**src/design/linear_gradient_pixel_generator_top_defines.svh**
```systemverilog
// ----------------------------------------------------------------------------
// Linear gradient pixel generator assertion macros
// Shared property wrappers for the checks at the end of the top level.
// ----------------------------------------------------------------------------
`ifndef LINEAR_GRADIENT_PIXEL_GENERATOR_TOP_DEFINES_SVH
`define LINEAR_GRADIENT_PIXEL_GENERATOR_TOP_DEFINES_SVH

// Same-cycle implication, sampled on clk and disabled during reset.
`define LGPG_ASSERT_IMPLY(lbl, ante, cons, msg) \
    lbl: assert property (@(posedge clk) disable iff (!rst_n) (ante) |-> (cons)) \
        else $error(msg);

// Next-cycle implication, sampled on clk and disabled during reset.
`define LGPG_ASSERT_NEXT(lbl, ante, cons, msg) \
    lbl: assert property (@(posedge clk) disable iff (!rst_n) (ante) |=> (cons)) \
        else $error(msg);

`endif

```
**src/design/lgpg_pkg.sv**
```systemverilog
// ----------------------------------------------------------------------------
// Linear gradient pixel generator package
// Widths, register indexes, gradient modes and the setup stage bundle.
// ----------------------------------------------------------------------------
`timescale 1ns / 1ps

package lgpg_pkg;

    // Field widths.
    localparam int POS_W     = 12;
    localparam int DIM_W     = 13;
    localparam int COLOR_W   = 8;
    localparam int RGB_W     = 24;
    localparam int CFG_IDX_W = 3;

    // Largest image dimension; larger register values saturate here.
    localparam int MAX_DIM = 4096;

    // Ramp arithmetic widths: t < 2^13, N <= 8192, t*|diff| < 2^21.
    localparam int T_W   = 13;
    localparam int N_W   = 14;
    localparam int NUM_W = 21;

    // One quotient bit per divider stage; the quotient never exceeds 255.
    localparam int DIV_STEPS = COLOR_W;

    // Ramp latency: multiply stage, divider stages, final add stage.
    localparam int RAMP_LAT = DIV_STEPS + 2;

    // Configuration register indexes.
    localparam logic [CFG_IDX_W-1:0] REG_MODE  = 3'd0;
    localparam logic [CFG_IDX_W-1:0] REG_COLS  = 3'd1;
    localparam logic [CFG_IDX_W-1:0] REG_ROWS  = 3'd2;
    localparam logic [CFG_IDX_W-1:0] REG_START = 3'd3;
    localparam logic [CFG_IDX_W-1:0] REG_END   = 3'd4;

    // Gradient direction.
    typedef enum logic [1:0] {
        MODE_HORIZ = 2'd0,
        MODE_VERT  = 2'd1,
        MODE_FALL  = 2'd2,
        MODE_RISE  = 2'd3
    } mode_t;

    // Ramp position, ramp length and out-of-image flag for one pixel.
    typedef struct packed {
        logic           oor;
        logic [T_W-1:0] t;
        logic [N_W-1:0] n;
    } term_t;

endpackage

```
**src/design/lgpg_setup.sv**
```systemverilog
// ----------------------------------------------------------------------------
// Gradient setup stage
// Saturates the image size, flags positions outside the image and picks the
// ramp position t and ramp length N for the selected mode.
// ----------------------------------------------------------------------------
`timescale 1ns / 1ps

module lgpg_setup (
    input  logic                         clk,
    input  logic [lgpg_pkg::POS_W-1:0]   pixel_row,
    input  logic [lgpg_pkg::POS_W-1:0]   pixel_col,
    input  lgpg_pkg::mode_t              gradient_mode,
    input  logic [lgpg_pkg::DIM_W-1:0]   image_cols,
    input  logic [lgpg_pkg::DIM_W-1:0]   image_rows,
    output lgpg_pkg::term_t              term
);

    import lgpg_pkg::*;

    logic [DIM_W-1:0] cols_sat;
    logic [DIM_W-1:0] rows_sat;
    logic [DIM_W-1:0] row_ext;
    logic [DIM_W-1:0] col_ext;
    logic [N_W-1:0]   diag_n;
    term_t            term_next;
    term_t            term_reg;

    // Clamp the configured size to the largest supported dimension.
    always_comb
    begin
        cols_sat = (image_cols > DIM_W'(MAX_DIM)) ? DIM_W'(MAX_DIM) : image_cols;
        rows_sat = (image_rows > DIM_W'(MAX_DIM)) ? DIM_W'(MAX_DIM) : image_rows;
        row_ext  = {1'b0, pixel_row};
        col_ext  = {1'b0, pixel_col};
        diag_n   = {1'b0, rows_sat} + {1'b0, cols_sat};
    end

    // Pick t and N; a zero size puts every position outside the image.
    always_comb
    begin
        term_next.oor = (row_ext >= rows_sat) || (col_ext >= cols_sat);
        unique case (gradient_mode)
            MODE_HORIZ:
            begin
                term_next.t = col_ext;
                term_next.n = {1'b0, cols_sat};
            end
            MODE_VERT:
            begin
                term_next.t = row_ext;
                term_next.n = {1'b0, rows_sat};
            end
            MODE_FALL:
            begin
                term_next.t = row_ext + col_ext;
                term_next.n = diag_n;
            end
            default:
            begin
                term_next.t = row_ext + (cols_sat - DIM_W'(1) - col_ext);
                term_next.n = diag_n;
            end
        endcase
    end

    always_ff @(posedge clk)
    begin
        term_reg <= term_next;
    end

    assign term = term_reg;

endmodule

```
**src/design/lgpg_ramp.sv**
```systemverilog
// ----------------------------------------------------------------------------
// Gradient channel ramp
// Computes start + floor(t * (end - start) / N) for one color channel with a
// multiply stage, a pipelined restoring divider and a final add stage.
// ----------------------------------------------------------------------------
`timescale 1ns / 1ps

module lgpg_ramp (
    input  logic                          clk,
    input  logic [lgpg_pkg::T_W-1:0]      t,
    input  logic [lgpg_pkg::N_W-1:0]      n,
    input  logic [lgpg_pkg::COLOR_W-1:0]  start_val,
    input  logic [lgpg_pkg::COLOR_W-1:0]  end_val,
    output logic [lgpg_pkg::COLOR_W-1:0]  color
);

    import lgpg_pkg::*;

    logic                 neg_next;
    logic [COLOR_W-1:0]   mag_next;
    logic [NUM_W-1:0]     t_ext;
    logic [NUM_W-1:0]     mag_ext;
    logic [NUM_W-1:0]     num_next;

    // Stage 0 is the product; stage i+1 holds the result of divider step i.
    logic [NUM_W-1:0]     rem_reg [0:DIV_STEPS];
    logic [COLOR_W-1:0]   quo_reg [0:DIV_STEPS];
    logic [N_W-1:0]       n_reg   [0:DIV_STEPS];
    logic                 neg_reg [0:DIV_STEPS];

    logic [COLOR_W-1:0]   quo_adj;
    logic [COLOR_W-1:0]   delta;
    logic [COLOR_W-1:0]   color_next;
    logic [COLOR_W-1:0]   color_reg;

    // Magnitude and sign of the color difference, times the ramp position.
    always_comb
    begin
        neg_next = (end_val < start_val);
        mag_next = neg_next ? (start_val - end_val) : (end_val - start_val);
        t_ext    = NUM_W'(t);
        mag_ext  = NUM_W'(mag_next);
        num_next = t_ext * mag_ext;
    end

    always_ff @(posedge clk)
    begin
        rem_reg[0] <= num_next;
        quo_reg[0] <= '0;
        n_reg[0]   <= n;
        neg_reg[0] <= neg_next;
    end

    // One quotient bit per stage, most significant bit first.
    for (genvar gi = 0; gi < DIV_STEPS; gi++)
    begin : g_div
        localparam int K = DIV_STEPS - 1 - gi;

        logic [NUM_W-1:0] divisor;
        logic             fits;

        always_comb
        begin
            divisor = NUM_W'(n_reg[gi]) << K;
            fits    = (rem_reg[gi] >= divisor);
        end

        always_ff @(posedge clk)
        begin
            rem_reg[gi+1] <= fits ? (rem_reg[gi] - divisor) : rem_reg[gi];
            quo_reg[gi+1] <= quo_reg[gi] | (COLOR_W'(fits) << K);
            n_reg[gi+1]   <= n_reg[gi];
            neg_reg[gi+1] <= neg_reg[gi];
        end
    end

    // A falling ramp rounds toward minus infinity: negate the ceiling.
    always_comb
    begin
        quo_adj    = quo_reg[DIV_STEPS] +
                     COLOR_W'(rem_reg[DIV_STEPS] != '0);
        delta      = neg_reg[DIV_STEPS] ? (~quo_adj + COLOR_W'(1)) : quo_reg[DIV_STEPS];
        color_next = start_val + delta;
    end

    always_ff @(posedge clk)
    begin
        color_reg <= color_next;
    end

    assign color = color_reg;

endmodule

```
**src/design/linear_gradient_pixel_generator_top.sv**
```systemverilog
// ----------------------------------------------------------------------------
// Linear gradient pixel generator
// Gives the RGB color of a linear gradient for one pixel position per clock.
// ----------------------------------------------------------------------------
//  Channel   Signals                                  Transfer when
//  -------   --------------------------------------   ---------------------
//  pixel in  start, busy, pixel_row, pixel_col        start && !busy
//  color out done, red_out, green_out, blue_out,      done (one cycle only)
//            out_of_range
//  config    cfg_wr_en, cfg_index, cfg_wdata          cfg_wr_en
//
//  A new pixel is taken every cycle; busy stays low.
//  A result reaches the outputs through the setup, multiply, eight divider
//  stages (one quotient bit each), add and output registers, the first
//  loaded at the transfer edge.
//  Reset clears the valid pipeline and loads the configuration defaults.
//  The receiver cannot stall, so results leave in order with no holding.
// ----------------------------------------------------------------------------
`timescale 1ns / 1ps

`include "linear_gradient_pixel_generator_top_defines.svh"

module linear_gradient_pixel_generator_top (
    input  logic                              clk,
    input  logic                              rst_n,
    input  logic                              start,
    output logic                              busy,
    input  logic [lgpg_pkg::POS_W-1:0]        pixel_row,
    input  logic [lgpg_pkg::POS_W-1:0]        pixel_col,
    output logic                              done,
    output logic [lgpg_pkg::COLOR_W-1:0]      red_out,
    output logic [lgpg_pkg::COLOR_W-1:0]      green_out,
    output logic [lgpg_pkg::COLOR_W-1:0]      blue_out,
    output logic                              out_of_range,
    input  logic                              cfg_wr_en,
    input  logic [lgpg_pkg::CFG_IDX_W-1:0]    cfg_index,
    input  logic [lgpg_pkg::RGB_W-1:0]        cfg_wdata
);

    import lgpg_pkg::*;

    mode_t                gradient_mode_reg;
    logic [DIM_W-1:0]     image_cols_reg;
    logic [DIM_W-1:0]     image_rows_reg;
    logic [RGB_W-1:0]     start_color_reg;
    logic [RGB_W-1:0]     end_color_reg;

    logic                 accept;
    term_t                term;
    logic [RAMP_LAT:0]    vld_pipe_reg;
    logic [RAMP_LAT-1:0]  oor_pipe_reg;
    logic                 oor_aligned;

    logic [COLOR_W-1:0]   ramp_red;
    logic [COLOR_W-1:0]   ramp_green;
    logic [COLOR_W-1:0]   ramp_blue;

    logic                 done_reg;
    logic [COLOR_W-1:0]   red_reg;
    logic [COLOR_W-1:0]   green_reg;
    logic [COLOR_W-1:0]   blue_reg;
    logic                 oor_reg;

    // Configuration registers.
    always_ff @(posedge clk or negedge rst_n)
    begin
        if (!rst_n)
        begin
            gradient_mode_reg <= MODE_HORIZ;
            image_cols_reg    <= DIM_W'(640);
            image_rows_reg    <= DIM_W'(480);
            start_color_reg   <= '0;
            end_color_reg     <= '1;
        end
        else if (cfg_wr_en)
        begin
            unique case (cfg_index)
                REG_MODE:  gradient_mode_reg <= mode_t'(cfg_wdata[1:0]);
                REG_COLS:  image_cols_reg    <= cfg_wdata[DIM_W-1:0];
                REG_ROWS:  image_rows_reg    <= cfg_wdata[DIM_W-1:0];
                REG_START: start_color_reg   <= cfg_wdata;
                REG_END:   end_color_reg     <= cfg_wdata;
                default:   ;
            endcase
        end
    end

    // The pipeline takes a pixel every cycle.
    assign busy   = 1'b0;
    assign accept = start && !busy;

    // Setup stage: saturation, range check, t and N.
    lgpg_setup u_setup (
        .clk           (clk),
        .pixel_row     (pixel_row),
        .pixel_col     (pixel_col),
        .gradient_mode (gradient_mode_reg),
        .image_cols    (image_cols_reg),
        .image_rows    (image_rows_reg),
        .term          (term)
    );

    // One ramp per color channel.
    lgpg_ramp u_ramp_red (
        .clk       (clk),
        .t         (term.t),
        .n         (term.n),
        .start_val (start_color_reg[23:16]),
        .end_val   (end_color_reg[23:16]),
        .color     (ramp_red)
    );

    lgpg_ramp u_ramp_green (
        .clk       (clk),
        .t         (term.t),
        .n         (term.n),
        .start_val (start_color_reg[15:8]),
        .end_val   (end_color_reg[15:8]),
        .color     (ramp_green)
    );

    lgpg_ramp u_ramp_blue (
        .clk       (clk),
        .t         (term.t),
        .n         (term.n),
        .start_val (start_color_reg[7:0]),
        .end_val   (end_color_reg[7:0]),
        .color     (ramp_blue)
    );

    // Valid bits follow the pixel through setup and the ramps.
    always_ff @(posedge clk or negedge rst_n)
    begin
        if (!rst_n)
        begin
            vld_pipe_reg <= '0;
        end
        else
        begin
            vld_pipe_reg <= {vld_pipe_reg[RAMP_LAT-1:0], accept};
        end
    end

    // The range flag is delayed to line up with the ramp outputs.
    always_ff @(posedge clk)
    begin
        oor_pipe_reg <= {oor_pipe_reg[RAMP_LAT-2:0], term.oor};
    end

    assign oor_aligned = oor_pipe_reg[RAMP_LAT-1];

    // Output register: positions outside the image give the start color.
    always_ff @(posedge clk or negedge rst_n)
    begin
        if (!rst_n)
        begin
            done_reg <= 1'b0;
        end
        else
        begin
            done_reg <= vld_pipe_reg[RAMP_LAT];
        end
    end

    always_ff @(posedge clk)
    begin
        oor_reg   <= oor_aligned;
        red_reg   <= oor_aligned ? start_color_reg[23:16] : ramp_red;
        green_reg <= oor_aligned ? start_color_reg[15:8]  : ramp_green;
        blue_reg  <= oor_aligned ? start_color_reg[7:0]   : ramp_blue;
    end

    assign done         = done_reg;
    assign red_out      = red_reg;
    assign green_out    = green_reg;
    assign blue_out     = blue_reg;
    assign out_of_range = oor_reg;

    // Checks on the range logic and the ramp arithmetic.
    `LGPG_ASSERT_NEXT(a_row_outside_flagged,
        accept && (DIM_W'(pixel_row) >= image_rows_reg),
        term.oor,
        "row beyond the image was not flagged")

    `LGPG_ASSERT_IMPLY(a_outside_gives_start,
        done && out_of_range,
        (red_out == start_color_reg[23:16]) && (blue_out == start_color_reg[7:0]),
        "position outside the image did not give the start color")

    `LGPG_ASSERT_IMPLY(a_red_within_ramp,
        done && !out_of_range,
        ((red_out >= start_color_reg[23:16]) && (red_out <= end_color_reg[23:16])) ||
        ((red_out <= start_color_reg[23:16]) && (red_out >= end_color_reg[23:16])),
        "red channel left the range between start and end colors")

    `LGPG_ASSERT_IMPLY(a_flat_green,
        done && !out_of_range && (start_color_reg[15:8] == end_color_reg[15:8]),
        green_out == start_color_reg[15:8],
        "flat green ramp did not give the start value")

endmodule

```
**config.mk**
```make
export PLATFORM = sky130hd
export DESIGN_NAME = linear_gradient_pixel_generator_top
export DESIGN_NICKNAME = d
export VERILOG_FILES = /design/src/design/lgpg_pkg.sv /design/src/design/lgpg_setup.sv /design/src/design/lgpg_ramp.sv /design/src/design/linear_gradient_pixel_generator_top.sv
export VERILOG_INCLUDE_DIRS = /design/src /design/src/design
export SDC_FILE = /design/constraint.sdc
export NUM_CORES = 2
export LEC_CHECK = 0
export ABC_AREA = 1
export CORE_UTILIZATION = 65
export CTS_CLUSTER_DIAMETER = 40
export DETAILED_ROUTE_END_ITERATION = 6
export DONT_BUFFER_PORTS = 1
export PLACE_DENSITY_LB_ADDON = 0.3
export RECOVER_POWER = 50
export SYNTH_ARGS = -nofsm -noshare
export SYNTH_HDL_FRONTEND = slang
export SYNTH_SLANG_ARGS = --single-unit
```
**constraint.sdc**
```tcl
create_clock -name clk -period 9.3 [get_ports clk]
set_input_delay 0.465 -clock clk [delete_from_list [all_inputs] [get_ports clk]]
set_output_delay 0.465 -clock clk [all_outputs]
set_load 0.01 [all_outputs]
```
Word-level counts from Yosys, hierarchy flattened
Memories as Yosys holds them, arrays and structs flattened. Index checks and enable logic that the tools add are counted.

Register bits after elaboration: 175. Memory bits (writable): 1188. Input port bits: 55. Memories kept: 12.

Add/subtract/negate cells: 44. Multipliers: 3. Magnitude comparators: 31. Equal/unequal tests: 6. Mux-type cells: 36. Bitwise logic cells: 27. Reductions and logical operators: 11.

Memories: u_ramp_blue.rem_reg (depth 9, bits a word 21, rd ports 9, clocked after memory_dff 0, write ports 9, line lgpg_ramp.sv:26) `logic [NUM_W-1:0] rem_reg [0:DIV_STEPS];`; u_ramp_green.rem_reg (depth 9, bits a word 21, rd ports 9, clocked after memory_dff 0, write ports 9, line lgpg_ramp.sv:26); u_ramp_red.rem_reg (depth 9, bits a word 21, rd ports 9, clocked after memory_dff 0, write ports 9, line lgpg_ramp.sv:26); u_ramp_blue.n_reg (depth 9, bits a word 14, rd ports 8, clocked after memory_dff 0, write ports 9, line lgpg_ramp.sv:28) `logic [N_W-1:0] n_reg [0:DIV_STEPS];`; u_ramp_green.n_reg (depth 9, bits a word 14, rd ports 8, clocked after memory_dff 0, write ports 9, line lgpg_ramp.sv:28); u_ramp_red.n_reg (depth 9, bits a word 14, rd ports 8, clocked after memory_dff 0, write ports 9, line lgpg_ramp.sv:28); +6 memories.

Operators by type and width (count): 21-bit 2-to-1 mux (24); 27-bit case mux with 3 select lines (1); 8-bit 2-to-1 mux (9); 21-bit by 14-bit greater-or-equal comparator with 1-bit output (3); 21-bit by 15-bit greater-or-equal comparator with 1-bit output (3); 21-bit by 16-bit greater-or-equal comparator with 1-bit output (3); 21-bit by 17-bit greater-or-equal comparator with 1-bit output (3); 21-bit by 18-bit greater-or-equal comparator with 1-bit output (3); 21-bit by 19-bit greater-or-equal comparator with 1-bit output (3); 21-bit by 20-bit greater-or-equal comparator with 1-bit output (3); 21-bit greater-or-equal comparator (3); 13-bit by 8-bit multiplier with 21-bit output (3); 21-bit nonzero test (3); 21-bit by 14-bit subtractor with 21-bit output (3); 21-bit by 15-bit subtractor with 21-bit output (3); 21-bit by 16-bit subtractor with 21-bit output (3); 21-bit by 17-bit subtractor with 21-bit output (3); 21-bit by 18-bit subtractor with 21-bit output (3); 21-bit by 19-bit subtractor with 21-bit output (3); 21-bit by 20-bit subtractor with 21-bit output (3); 21-bit subtractor (3); 8-bit subtractor (6); 12-bit by 13-bit greater-or-equal comparator with 1-bit output (2); 13-bit > comparator (second input constant) (2); 28 further kinds (60).

Logic depth before layout (Yosys ltp)
An unclocked memory read counts as a cell.

Word-level depth: 7. Mapped depth: 30. Depth with buffers taken out: 28.

Modules after synthesis
A second synthesis with hierarchy kept.

Cell total of the unflattened synthesis: 9132. Area total of the unflattened synthesis: 70306.2 um2.

Modules (own cells, without submodules): lgpg_ramp at u_ramp_green (instances 1, cells an instance 2689, area each 20462.1 um2); lgpg_ramp at u_ramp_red (instances 1, cells an instance 2586, area each 20458.4 um2); lgpg_ramp at u_ramp_blue (instances 1, cells an instance 2649, area each 20358.3 um2); lgpg_setup (instances 1, cells an instance 742, area each 4594.4 um2); linear_gradient_pixel_generator_top (instances 1, cells an instance 466, area each 4433.0 um2).

Least setup slack after synthesis
No wires, ideal clock.

Path kind: reg2reg. Start point: register start_color_reg[1]. End point: memory u_ramp_blue.rem_reg[0][18]. Library setup time: 120 ps. Arrival time: 5121 ps. Setup slack: 4060 ps. Stages on the path, launching flop included: 25. Buffers on the path: 0. Cells stage by stage: dfrtp_1 > inv_1 > fa_1 > nand3_1 > nand2_1 > a31oi_4 > inv_4 > nand2_1 > nand2_1 > inv_1 > nand2_1 > fa_1 > fa_1 > inv_1 > fa_1 > inv_1 > fa_1 > inv_1 > ha_1 > a21oi_1 > a21boi_0 > o21bai_1 > nand3_1 > nand2_1 > xor2_1.

RTL lines: from (decl) (line linear_gradient_pixel_generator_top.sv:45) `logic [RGB_W-1:0] start_color_reg;`; from (signal assigned) (line linear_gradient_pixel_generator_top.sv:81) `REG_START: start_color_reg <= cfg_wdata;`; to (decl) (line lgpg_ramp.sv:26).

==> impl_metrics.tcl <==
set metrics [dict create \
    ys_seq_elements 989 \
    failed_checks "DRC, capacitance limit, slew limit" \
    fin_skew_ps 24.19 \
    setup_viol 0 \
    hold_path.class "primary input to register" \
    num-fill-cells 8006 \
    tritoncts "built" \
    synth_cell_type_count 69 \
    r2r_start "start_color_reg[1]" \
    place_congestion 1.070 \
    cts_max_level 3 \
    endpoint_kind "register" \
    viasPerCell 5.756 \
    setup.worst_path.end "u_ramp_blue.rem_reg[0][18]" \
    yosysSeqAreaShare 0.3165 \
    grt_pass1_vias 54430 \
    r2r-end "u_ramp_blue.rem_reg[0][18]" \
    synth_flop_cell "dfxtp_1" \
    cp_num_buf_inv 6 \
    max_freq_ghz 0.1536 \
    fin_tns_setup_ps 0 \
    cts_resized 0 \
    first_pass_iters 7 \
    clkSlewWorstSetupHoldPaths_ps 60 \
    start_kind "register" \
    grt_pass1_wl_um 295900 \
    gr-total-overflow 0 \
    status "complete, but fails checks" \
    num_rows 114 \
    path_depth 24 \
    ioPinCount 82 \
    hold_viol 0 \
    worstMarginPinSlew_ps 4893 \
    seq_area_um2 20280 \
    rrSetupSlack_ps 2790 \
    synth_edf_count 0 \
    worst_ep_arrival_time_ps 7100 \
    timing.critical_path.from "start_color_reg[1]" \
    ant_nets 0 \
    layout_common_cells "2060 x nand2_1, 1119 x inv_1, 901 x dfxtp_1, 796 x nor2_1, 610 x ha_1" \
    die_h_um 316.0 \
    cp_data_required_time_ps 9890 \
    syn-instance-count 8525 \
    fp.coreArea_um2 97140 \
    die_w_um 316.0 \
    grt_max_degree 89 \
    rsz0062_at_grt "false" \
    portBuffers 0 \
    clock_sinks 989 \
    wl_um 192200 \
    crit_slowest_cell "a31oi_1" \
    fin_crit_sh 0.7001 \
    clk_latency_ps 720 \
    wl_per_cell_um 19.37 \
    drc 6 \
    drt-initial-drc-count 5061 \
    maxSlewHeadroom -2.262 \
    yosys_warnings 0 \
    num_vias 57130 \
    antenna_found_initial 10 \
    multi_input_area_um2 38620 \
    cts_root_buf "clkbuf_16" \
    maxCapViolations 3 \
    grtUsageTotal 0.3819 \
    min_period_ps 6511 \
    reg2regPathDepth 24 \
    hold_start "pixel_col[4]" \
    crit_chain "inv_1 > fa_1 > nand3_1 > nand2_1 > a31oi_1 > inv_4 > nand2_1 > nand2_1 > inv_1 > nand2_1 > fa_1 > fa_1 > inv_1 > fa_1 > inv_1 > fa_1 > inv_1 > ha_1 > a21oi_1 > a21boi_0 > o21bai_1 > nand3_1 > nand2_1 > xor2_1" \
    final_max_slew_viol_count 188 \
    crit_family "adder cells" \
    async_flop_share 0.08898 \
    synthToLayoutAreaGrowth_pct 8.104 \
    syn_avg_cell_area_um2 7.516 \
    die-area_um2 99840 \
    drive_above_1_share 0.04256 \
    numCtsBuffers 121 \
    hpwl_um 154400 \
    critPathMaxFanout 12 \
    nets 9453 \
    clk_path_buf_depth 3 \
    mostFrequentLayoutCell "nand2_1" \
    synthesis.nets 9436 \
    syn_area_um2 64080 \
    slowest_delay_ps 630 \
    initial_core_util 0.6596 \
    critPathKind "register to register" \
]
## worst register-to-register path: cells and delay by family, from the launching register on
family / cells / cell delay, ps
flip-flops: 1 / 490
XOR/XNOR: 1 / 150
buffers and inverters: 6 / 570
AND/OR/NAND/NOR: 7 / 850
adder cells (fa/ha/maj): 6 / 2820
AO/OA/AOI/OAI: 4 / 1490
## cell families (layout without fill, tap and decap cells)
logic type	Yosys count	after routing	synth area share
simple gates	3698	3698	0.2417
compound gates	1295	1295	0.1119
buf+inv	1293	1415	0.08014
flops	989	989	0.3165
fa+ha+maj	856	856	0.1960
xor+xnor	393	393	0.05372
other cells	1	4	0.00005852
## worst min path at each step
stage,depth (start not counted),slack (ps),endpoint
2_1_floorplan,0,170,done
3_3_place_gp,0,170,image_rows_reg[10]
3_5_place_dp,0,170,image_rows_reg[2]
4_1_cts,2,10,u_setup.term[19]
5_1_grt,2,30,u_setup.term[19]
6_report,2,70,u_setup.term[18]
## metal layers
metal  part of all wire  up-vias  GRT usage
li1                   -    27570          -
met1               0.41    26410     0.4957
met2               0.44     2532     0.5962
met3              0.090      612    0.07871
met4              0.061       14     0.2088
met5            0.00051        -          0
## Yosys cell counts (all sizes together), types with 5 or more instances
library cell | n | share of area
nand2 | 2081 | 0.12
inv | 1143 | 0.067
dfxtp | 901 | 0.28
nor2 | 823 | 0.049
ha | 610 | 0.12
a21oi | 608 | 0.049
o21ai | 497 | 0.040
nand3 | 459 | 0.037
fa | 246 | 0.077
xor2 | 227 | 0.031
xnor2 | 166 | 0.023
nand4 | 129 | 0.013
nor3 | 91 | 0.0075
buf | 87 | 0.0093
dfrtp | 58 | 0.023
clkbuf | 56 | 0.0034
a21o | 50 | 0.0059
nor4 | 41 | 0.0040
o21bai | 41 | 0.0052
nand3b | 39 | 0.0048
dfstp | 30 | 0.012
a31oi | 26 | 0.0033
or2 | 21 | 0.0021
o21a | 17 | 0.0020
a21boi | 16 | 0.0021
o211ai | 14 | 0.0016
o22ai | 8 | 0.00078
clkinv | 7 | 0.00041
nor2b | 6 | 0.00059
o2111ai | 5 | 0.00068
## area by class of cell
class | count | area share
multi-input cells | 6243 | 0.5575
flip-flops and latches | 989 | 0.2927
inverters | 1150 | 0.06243
clock buffers | 148 | 0.04707
well taps | 1276 | 0.02305
clock inverters | 80 | 0.01237
repair buffers | 37 | 0.004715
diodes | 3 | 0.0001084
## repair_timing
item	4_1_cts	5_1_grt
hold buffers	25	0
hold endpoints to repair	125	0
buffers inserted	0	0
## metrics by stage
stage	cells	setup slack (ps)	cell area (um^2)	hold WS (ps)	utilization
2_1_floorplan	8525	4060	64080	169.4	-
3_5_place_dp	9670	3229	64950	170.7	0.6687
5_1_grt	9924	2384	69260	28.89	0.7131
4_1_cts	9923	3179	69340	12.10	0.7138
6_report	9926	2789	69270	65.16	0.7131
3_3_place_gp	9670	3356	64950	170.9	0.6687
Power is left out: the tool's default activity adds up to more than one toggle a clock period on the data nets, which glitch-free logic cannot reach.
